### src/rtl/slip_pkg.sv
`timescale 1ns / 1ps

package slip_pkg;

    localparam logic [7:0] END_CODE     = 8'hC0;
    localparam logic [7:0] ESC_CODE     = 8'hDB;
    localparam logic [7:0] ESC_END_CODE = 8'hDC;
    localparam logic [7:0] ESC_ESC_CODE = 8'hDD;

    typedef enum logic [1:0] {
        KIND_DATA  = 2'd0,
        KIND_END   = 2'd1,
        KIND_ABORT = 2'd2
    } kind_t;

    typedef struct packed {
        kind_t      kind;
        logic [7:0] data_byte;
        logic       last;
    } result_t;

    // Results produced by one decoded byte: zero, one or two.
    typedef struct packed {
        logic [1:0] cnt;
        result_t    r0;
        result_t    r1;
    } push_t;

endpackage

### src/rtl/slip_decode.sv
`timescale 1ns / 1ps

module slip_decode #(
    parameter int MAX_FRAME_LEN = 256
) (
    input  logic                aclk,
    input  logic                aresetn,
    input  logic                s_valid,
    output logic                s_ready,
    input  logic [7:0]          s_rx_byte,
    input  logic                space_ok,
    output slip_pkg::push_t     push
);
    import slip_pkg::*;

    localparam int CW = $clog2(MAX_FRAME_LEN + 1);
    localparam logic [CW-1:0] MAX_CNT = CW'(MAX_FRAME_LEN);

    logic          valid_reg;
    logic [7:0]    byte_reg;
    logic [CW-1:0] count_reg, count_next;
    logic          esc_reg, esc_next;
    logic          fire;
    push_t         res;

    assign fire    = valid_reg && space_ok;
    assign s_ready = !valid_reg || fire;

    // Hold the byte until the result queue has room for two results.
    always_ff @(posedge aclk) begin
        if (!aresetn) begin
            valid_reg <= 1'b0;
        end else if (s_ready) begin
            valid_reg <= s_valid;
        end
        if (s_ready && s_valid) begin
            byte_reg <= s_rx_byte;
        end
    end

    always_ff @(posedge aclk) begin
        if (!aresetn) begin
            count_reg <= '0;
            esc_reg   <= 1'b0;
        end else if (fire) begin
            count_reg <= count_next;
            esc_reg   <= esc_next;
        end
    end

    always_comb begin
        res        = '0;
        count_next = count_reg;
        esc_next   = esc_reg;
        priority if (byte_reg == END_CODE) begin
            esc_next = 1'b0;
            if (count_reg != '0) begin
                count_next = '0;
                if (esc_reg) begin
                    res.cnt = 2'd2;
                    res.r0  = '{kind: KIND_DATA, data_byte: ESC_CODE, last: 1'b0};
                    res.r1  = '{kind: KIND_END, data_byte: 8'h00, last: 1'b1};
                end else begin
                    res.cnt = 2'd1;
                    res.r0  = '{kind: KIND_END, data_byte: 8'h00, last: 1'b1};
                end
            end
        end else if (count_reg >= MAX_CNT) begin
            // Drop the byte and any pending escape, abort the frame.
            res.cnt    = 2'd1;
            res.r0     = '{kind: KIND_ABORT, data_byte: 8'h00, last: 1'b1};
            count_next = '0;
            esc_next   = 1'b0;
        end else if (esc_reg) begin
            priority if (byte_reg == ESC_END_CODE) begin
                res.cnt  = 2'd1;
                res.r0   = '{kind: KIND_DATA, data_byte: END_CODE, last: 1'b1};
                esc_next = 1'b0;
            end else if (byte_reg == ESC_ESC_CODE) begin
                res.cnt  = 2'd1;
                res.r0   = '{kind: KIND_DATA, data_byte: ESC_CODE, last: 1'b1};
                esc_next = 1'b0;
            end else if (byte_reg == ESC_CODE) begin
                res.cnt    = 2'd1;
                res.r0     = '{kind: KIND_DATA, data_byte: ESC_CODE, last: 1'b1};
                count_next = count_reg + CW'(1);
                esc_next   = 1'b1;
            end else begin
                res.cnt    = 2'd2;
                res.r0     = '{kind: KIND_DATA, data_byte: ESC_CODE, last: 1'b0};
                res.r1     = '{kind: KIND_DATA, data_byte: byte_reg, last: 1'b1};
                count_next = count_reg + CW'(1);
                esc_next   = 1'b0;
            end
        end else if (byte_reg == ESC_CODE) begin
            esc_next   = 1'b1;
            count_next = count_reg + CW'(1);
        end else begin
            res.cnt    = 2'd1;
            res.r0     = '{kind: KIND_DATA, data_byte: byte_reg, last: 1'b1};
            count_next = count_reg + CW'(1);
        end
    end

    always_comb begin
        push = res;
        if (!fire) begin
            push.cnt = 2'd0;
        end
    end

    a_count_bound: assert property (@(posedge aclk) disable iff (!aresetn)
        count_reg <= MAX_CNT)
        else $error("frame count above limit");

    a_esc_has_slot: assert property (@(posedge aclk) disable iff (!aresetn)
        esc_reg |-> count_reg != '0)
        else $error("pending escape without a slot");

    a_reset_clear: assert property (@(posedge aclk)
        !aresetn |=> count_reg == '0 && !esc_reg && !valid_reg)
        else $error("decoder state not cleared by reset");

endmodule

### src/rtl/slip_result_fifo.sv
`timescale 1ns / 1ps

module slip_result_fifo (
    input  logic                aclk,
    input  logic                aresetn,
    input  slip_pkg::push_t     push,
    output logic                space_ok,
    output logic                m_valid,
    input  logic                m_ready,
    output logic [1:0]          m_kind,
    output logic [7:0]          m_data_byte,
    output logic                m_last
);
    import slip_pkg::*;

    localparam int DEPTH = 4;

    result_t    mem [DEPTH];
    logic [1:0] wr_ptr_reg, rd_ptr_reg;
    logic [2:0] count_reg, count_next;
    logic       pop;
    result_t    head;

    assign head        = mem[rd_ptr_reg];
    assign m_valid     = count_reg != 3'd0;
    assign m_kind      = head.kind;
    assign m_data_byte = head.data_byte;
    assign m_last      = head.last;
    assign pop         = m_valid && m_ready;
    assign space_ok    = count_reg <= 3'(DEPTH - 2);
    assign count_next  = count_reg + {1'b0, push.cnt} - {2'b00, pop};

    always_ff @(posedge aclk) begin
        if (push.cnt != 2'd0) begin
            mem[wr_ptr_reg] <= push.r0;
        end
        if (push.cnt == 2'd2) begin
            mem[wr_ptr_reg + 2'd1] <= push.r1;
        end
    end

    always_ff @(posedge aclk) begin
        if (!aresetn) begin
            wr_ptr_reg <= '0;
            rd_ptr_reg <= '0;
            count_reg  <= '0;
        end else begin
            wr_ptr_reg <= wr_ptr_reg + push.cnt;
            rd_ptr_reg <= rd_ptr_reg + {1'b0, pop};
            count_reg  <= count_next;
        end
    end

    a_no_overflow: assert property (@(posedge aclk) disable iff (!aresetn)
        count_reg <= 3'(DEPTH))
        else $error("result queue overflow");

    a_push_fits: assert property (@(posedge aclk) disable iff (!aresetn)
        push.cnt != 2'd0 |-> space_ok)
        else $error("push without room");

    a_ptr_track: assert property (@(posedge aclk) disable iff (!aresetn)
        count_reg == 3'd0 |-> wr_ptr_reg == rd_ptr_reg)
        else $error("pointers disagree on empty queue");

endmodule

### src/rtl/slip_frame_decoder_core.sv
`timescale 1ns / 1ps
// Accepted bytes are registered in the decode stage; their results go to the result queue.
// Throughput: one byte per cycle unless stalled; both results of a two-result byte are
// absorbed by the four-entry result queue; input stalls while it holds three or more.
// The output port delivers at most one result per cycle, which sets the sustained rate.
// Reset: synchronous active-low aresetn clears frame count, escape flag, pending byte and queue.

module slip_frame_decoder_core #(
    parameter int MAX_FRAME_LEN = 256
) (
    input  logic       aclk,
    input  logic       aresetn,
    input  logic       s_valid,
    output logic       s_ready,
    input  logic [7:0] s_rx_byte,
    output logic       m_valid,
    input  logic       m_ready,
    output logic [1:0] m_kind,
    output logic [7:0] m_data_byte,
    output logic       m_last
);
    import slip_pkg::*;

    push_t push;
    logic  space_ok;

    // Decode stage: register the request, strip framing, update frame state.
    slip_decode #(
        .MAX_FRAME_LEN(MAX_FRAME_LEN)
    ) u_decode (
        .aclk      (aclk),
        .aresetn   (aresetn),
        .s_valid   (s_valid),
        .s_ready   (s_ready),
        .s_rx_byte (s_rx_byte),
        .space_ok  (space_ok),
        .push      (push)
    );

    // Result queue: accept up to two results per cycle, drain one per cycle while m_ready is high.
    slip_result_fifo u_fifo (
        .aclk        (aclk),
        .aresetn     (aresetn),
        .push        (push),
        .space_ok    (space_ok),
        .m_valid     (m_valid),
        .m_ready     (m_ready),
        .m_kind      (m_kind),
        .m_data_byte (m_data_byte),
        .m_last      (m_last)
    );

endmodule
### config.mk
export PLATFORM = sky130hd
export DESIGN_NAME = slip_frame_decoder_core
export DESIGN_NICKNAME = d
export VERILOG_FILES = /design/src/rtl/slip_pkg.sv /design/src/rtl/slip_decode.sv /design/src/rtl/slip_result_fifo.sv /design/src/rtl/slip_frame_decoder_core.sv
export SDC_FILE = /design/constraint.sdc
export NUM_CORES = 1
export LEC_CHECK = 0
export BUFFER_PORTS_ARGS = -buffer_cell sky130_fd_sc_hd__buf_2
export CAP_MARGIN = 20
export CORE_UTILIZATION = 40
export DETAILED_ROUTE_END_ITERATION = 10
export SLEW_MARGIN = 10
export SYNTH_ARGS = -nofsm -noshare
export SYNTH_HDL_FRONTEND = slang
export SYNTH_SLANG_ARGS = --single-unit
### constraint.sdc
create_clock -name aclk -period 3.9 [get_ports aclk]
set_input_delay 0.39 -clock aclk [delete_from_list [all_inputs] [get_ports aclk]]
set_output_delay 0.39 -clock aclk [all_outputs]
set_load 0.03 [all_outputs]
==> results of run 1 <==
## cell usage in the layout (no fill, tap or decap), types with 8 or more instances in the layout
cell type	netlist	routed
a21oi_1	8	8
and2_1	16	16
buf_2	3	24
clkbuf_8	0	9
dfxtp_1	22	22
edfxtp_1	48	48
inv_1	10	10
mux4_2	11	11
nand2_1	22	22
nand2b_1	10	10
nor2_1	18	18
o21ai_0	10	10
o22ai_1	34	34
## critical path: stages (launching register included)
cell and delay (ps):
edfxtp_1 480, or4_4 600, a211o_1 400, o22ai_4 300
nand2_2 130, ha_1 290, inv_1 50, fa_1 430
xnor2_1 220, xnor2_1 90, and2_1 150
## through the flow
stage,hold WS (ps),std cells
after floorplan,449,302
after global placement,471,419
after detailed placement,473,419
after CTS,202,435
after global routing,205,435
final,223,435
## cells by family (layout without fill, tap and decap cells)
family          Yosys count  after routing  share of synthesized area
compound gates           75             75                      0.143
mux                      14             14                     0.0793
buf+inv                  24             52                     0.0303
fa+ha+maj                 8              8                     0.0307
flops                    70             70                      0.537
simple gates             99             99                      0.150
xor+xnor                 12             12                     0.0300
## power groups by stage
stage	Sequential, mW	Combinational (mW)	Clock, mW
after floorplan	0.894	0.401	0
after global placement	0.945	0.455	0
after detailed placement	0.948	0.458	0
after CTS	0.931	0.460	0.580
after global routing	0.943	0.500	0.607
final	0.928	0.453	0.562
## routing by layer
metal	wire length (µm)	GRT usage
met1	3380	0.232
met2	3280	0.270
met5	0	0
met4	126	0.0983
met3	400	0.0391
## how the worst min path moves through the flow
stage / slack, ps / depth (start not counted) / from / endpoint
floorplan: 450 / 2 / u_fifo.mem[3][10]$_SDFFE_PP0N_ / u_fifo.mem[3][10]$_SDFFE_PP0N_
global placement: 470 / 2 / u_fifo.mem[3][10]$_SDFFE_PP0N_ / u_fifo.mem[3][10]$_SDFFE_PP0N_
detailed placement: 470 / 2 / u_fifo.mem[3][10]$_SDFFE_PP0N_ / u_fifo.mem[3][10]$_SDFFE_PP0N_
CTS: 200 / 1 / s_rx_byte[2] / u_decode.byte_reg[2]$_DFFE_PP_
global route: 200 / 1 / s_rx_byte[2] / u_decode.byte_reg[2]$_DFFE_PP_
finish: 220 / 1 / s_rx_byte[2] / u_decode.byte_reg[2]$_DFFE_PP_
## Yosys cell counts (6+ instances only)
master / instances
o21ai_0: 10
nor2_1: 18
mux4_2: 11
ha_1: 7
nand2b_1: 10
dfxtp_1: 22
clkbuf_1: 7
o211ai_1: 6
inv_1: 10
a21oi_1: 8
o22ai_1: 34
edfxtp_1: 48
xor2_1: 7
and2_1: 16
nand2_1: 22
## final cells by class
class | count | area (µm²)
fillers | 794 | 4450
repair buffers | 26 | 135
clock buffers | 10 | 128
multi-input cells | 208 | 1520
flip-flops and latches | 70 | 1880
clock inverters | 6 | 62.6
well taps | 105 | 131
inverters | 10 | 37.5
==> impl_metrics.toml, run 1 <==
[detailed_routing]
postRouteAntennaNets = 0
avgRoutedWirePerCell_um = 16.5
drcViolationCount = 0
avgViaCountPerCell = 5.55
vias = 2416
wl_mm = 7.18
first_pass_iters = 5
drt_iter0_drc = 167

[sta]
fin_crit_sh = 0.834
fin_setup_tns_ps = 0
setup_violations = 0
skew_ps = 9.89
max_slew_margin = 0.453
fmax_ghz = 0.308
rsz0062_at_grt = "false"
drv_slew = 0
hold_viol = 0
fin_crit_ps = 3250
setup_ws_ps = 649
tightestPinTransition_ps = 819

[clock_network]
cts_tree = "done"
path_clk_slew_ps = 70
ctsHoldBuffers = 0
cts_setup_buffers = 0
cts.sinks = 70
cts_inserted_buffers = 9
htree_levels = 3
cts_resized = 0
worst_skew_pair.late_latency_ps = 340
cts-root-buf = "clkbuf_8"
clock_path_buffers = 2

[setup_path]
critPathMaxFanout = 10
critical_path_class = "reg -> reg"
reg2reg_to = "u_fifo.count_reg[2]$_SDFF_PN0_"
critical_path_arrival_ps = 3490
r2r_start = "u_decode.byte_reg[0]$_DFFE_PP_"
crit_path_start_kind = "flop"
r2r_cells = 10
reg2reg_slack_ps = 650
cp-endpoint = "u_fifo.count_reg[2]$_SDFF_PN0_"
end_kind = "flop"
critPathRequiredTime_ps = 4130
startpoint = "u_decode.byte_reg[0]$_DFFE_PP_"

[yosys]
syn_area_per_cell_um2 = 11.6
synth_area_leaders = "edfxtp_1, dfxtp_1, mux4_2, o22ai_1, and2_1"
ys_ff_latch = 70
synth_fp_nets = 322
synth_top_area_cell = "edfxtp_1"
ys_seq_area_frac = 0.537
yosys.area.top_type_share = 0.411
synth_cell_types = 53
synth_area_um2 = 3500
async_reset_ff_frac = 0
syn_inst = 302
synthFlopType = "edfxtp_1"
ys_warn_count = 0
synth-edff-count = 48

[power_and_ir_drop]
clock_power_share = 0.289
swShare = 0.308
combPwrFrac = 0.233
intPower_mw = 1.34
powerDensity_nw_per_um2 = 499
vdd_drop_max_v = 0.000288
leakagePower_nw = 1.37
pwr-share-seq = 0.478
power_mw = 1.94
switching_power_uw = 599

[run]
max_cap_viol_count = 0

[floorplan]
io_pins = 25
initial_core_util = 0.420
rows = 33
die_w_um = 95.6
die_h_um = 95.6
fp.coreArea_um2 = 8340
die_area_um2 = 9140

[cells_and_area]
area_delta_synth_final_pct = 11.1
stdcell_area_um2 = 3890
drive_above_1_share = 0.179
n_antenna_cell = 0
num-nets-final = 345
post-route-util = 0.467
largest_reg_flops = 44

[grt]
grt_start_max_net_pins = 18
grtUsageTotal = 0.176
grt_pass1_wl_mm = 11.8
grt_pass1_vias = 2375
grt-ovfl-total = 0
grt_antenna_before_repair = 0

[placed_design]
dp_hpwl_mm = 5.24
gp_congestion = 0.913
place_area_um2 = 3700
port_buffers = 24
pre_cts_slack_ps = 666

[outcome]
outcome = "finished clean"

[hold_path]
hold_path_class = "in -> reg"
No activity file was read; power rests on OpenSTA's default activity.
==> inputs of run 2 (changes only) <==
Clock period 3.9 ns to 3.1 ns, I/O delays scaled along.
==> impl_metrics.toml, run 2 (same netlist as run 1, synthesis figures left out) <==
[outcome]
outcome = "finished clean"

[setup_path]
crit_path_start_kind = "flop"
critPathMaxFanout = 5
end_kind = "flop"
critical_path_class = "reg -> reg"
cpPeakStageDelay_ps = 550
critPathRequiredTime_ps = 3340
critical_path.slowest_cell = "or4_4"
critical_path_arrival_ps = 3160
crit_chain = "or4_4 -> a211o_1 -> o22ai_4 -> nand2_2 -> ha_1 -> inv_1 -> fa_1 -> xnor2_2 -> xnor2_1 -> and2_1"

[grt]
grtUsageTotal = 0.185
grt_pass1_vias = 2426
grt_pass1_wl_mm = 12.3
grt_start_max_net_pins = 13
grt_antenna_before_repair = 0
grt-ovfl-total = 0

[sta]
tightestPinTransition_ps = 827
drv_slew = 0
setup_violations = 0
fin_setup_tns_ps = 0
skew_ps = 9.49
rsz0062_at_grt = "false"
fin_crit_sh = 0.941
fmax_ghz = 0.343
fin_crit_ps = 2920
hold_viol = 0
max_slew_margin = 0.448

[cells_and_area]
final_cell_mix = "edfxtp_1, o22ai_1, buf_2"
num-nets-final = 359
area_delta_synth_final_pct = 15.2
post-route-util = 0.484
largest_reg_flops = 44
n_antenna_cell = 0
drive_above_1_share = 0.221
n_fill_cell = 784
final_common_cell = "edfxtp_1"

[clock_network]
path_clk_slew_ps = 70
cts_tree = "done"
htree_levels = 3
cts_inserted_buffers = 9
worst_skew_pair.late_latency_ps = 350
cts-root-buf = "clkbuf_8"
cts.sinks = 70
clock_path_buffers = 2
ctsHoldBuffers = 0

[floorplan]
die_w_um = 95.6
die_area_um2 = 9140
rows = 33
fp.coreArea_um2 = 8340
initial_core_util = 0.420
die_h_um = 95.6
io_pins = 25

[detailed_routing]
postRouteAntennaNets = 0
drcViolationCount = 0
avgViaCountPerCell = 5.72
first_pass_iters = 5
avgRoutedWirePerCell_um = 16.7
drt_iter0_drc = 212
vias = 2567
wl_mm = 7.48

[power_and_ir_drop]
pwr-share-seq = 0.461
leakagePower_nw = 1.46
vdd_drop_max_v = 0.000332
clock_power_share = 0.303
intPower_mw = 1.75
combPwrFrac = 0.236
swShare = 0.305
powerDensity_nw_per_um2 = 625
switching_power_uw = 770

[run]
max_cap_viol_count = 0

[hold_path]
hold_path_class = "in -> reg"

[placed_design]
port_buffers = 24
gp_congestion = 0.964
dp_hpwl_mm = 5.50
-- run 2: cell count changes in the layout (fill, tap and decap cells not counted), sizes merged --
cell / previous run / this run
buf: 26 / 40
clkbuf: 10 / 11
clkinv: 3 / 4
clkinvlp: 2 / 0
-- run 2: stage by stage --
stage	worst slack, ps	power, mW	area (µm²)	hold WS, ps	cells
global placement	243	1.77	3800	472	431
CTS	137	2.54	4010	114	447
global route	46.8	2.66	4040	110	449
detailed placement	159	1.78	3800	481	431
finish	182	2.52	4040	137	449
floorplan	131	1.63	3500	409	302
-- run 2: power groups by stage --
stage / Combinational [mW] / Clock [mW] / Sequential (mW)
after floorplan: 0.504 / 0 / 1.13
final: 0.596 / 0.764 / 1.16
after CTS: 0.589 / 0.785 / 1.17
after detailed placement: 0.586 / 0 / 1.19
after global placement: 0.578 / 0 / 1.19
after global routing: 0.653 / 0.822 / 1.18
-- run 2: path summary, 6_finish.rpt --
| path | start | end | slack, ps | cells after the start |
|---|---|---|---|---|
| worst min-delay path | s_rx_byte[0] | u_decode.byte_reg[0]$_DFFE_PP_ | 140 | 1 |
| worst max-delay path | u_decode.byte_reg[3]$_DFFE_PP_ | u_fifo.count_reg[2]$_SDFF_PN0_ | 180 | 10 |
| worst max register to register | u_decode.byte_reg[3]$_DFFE_PP_ | u_fifo.count_reg[2]$_SDFF_PN0_ | 180 | 10 |
| worst min register to register | u_fifo.mem[3][10]$_SDFFE_PP0N_ | u_fifo.mem[3][10]$_SDFFE_PP0N_ | 480 | 2 |
-- run 2: per-layer routing --
metal	GRT usage	share of wire	vias to the layer above
met3	0.0423	0.048	17
met1	0.248	0.46	1232
li1	-	-	1232
met4	0.0833	0.019	0
met2	0.284	0.47	86
met5	0	0	-
-- run 2: final cells by class --
class	count	area [µm²]	area share
Timing Repair Buffer	40	253	0.0626
Sequential cell	70	1880	0.466
Clock inverter	5	57.6	0.0143
Clock buffer	11	151	0.0375
Multi-Input combinational cell	208	1520	0.378
Tap cell	105	131	0.0325
Inverter	10	37.5	0.00930
-- run 2: worst max-delay path: cells and delay by family, from the launching register on --
kind                       cells  cell delay, ps
buffers and inverters          1              50
and+or+nand+nor                3             810
xor gates and xnor gates       2             280
adders and majority gates      2             760
AOI/OAI and AO/OA              2             460
DFF                            1             450
-- run 2: timing repair --
action	CTS	global route
endpoints found under the setup margin	0	1
resized for setup	0	1
buffers inserted	0	2
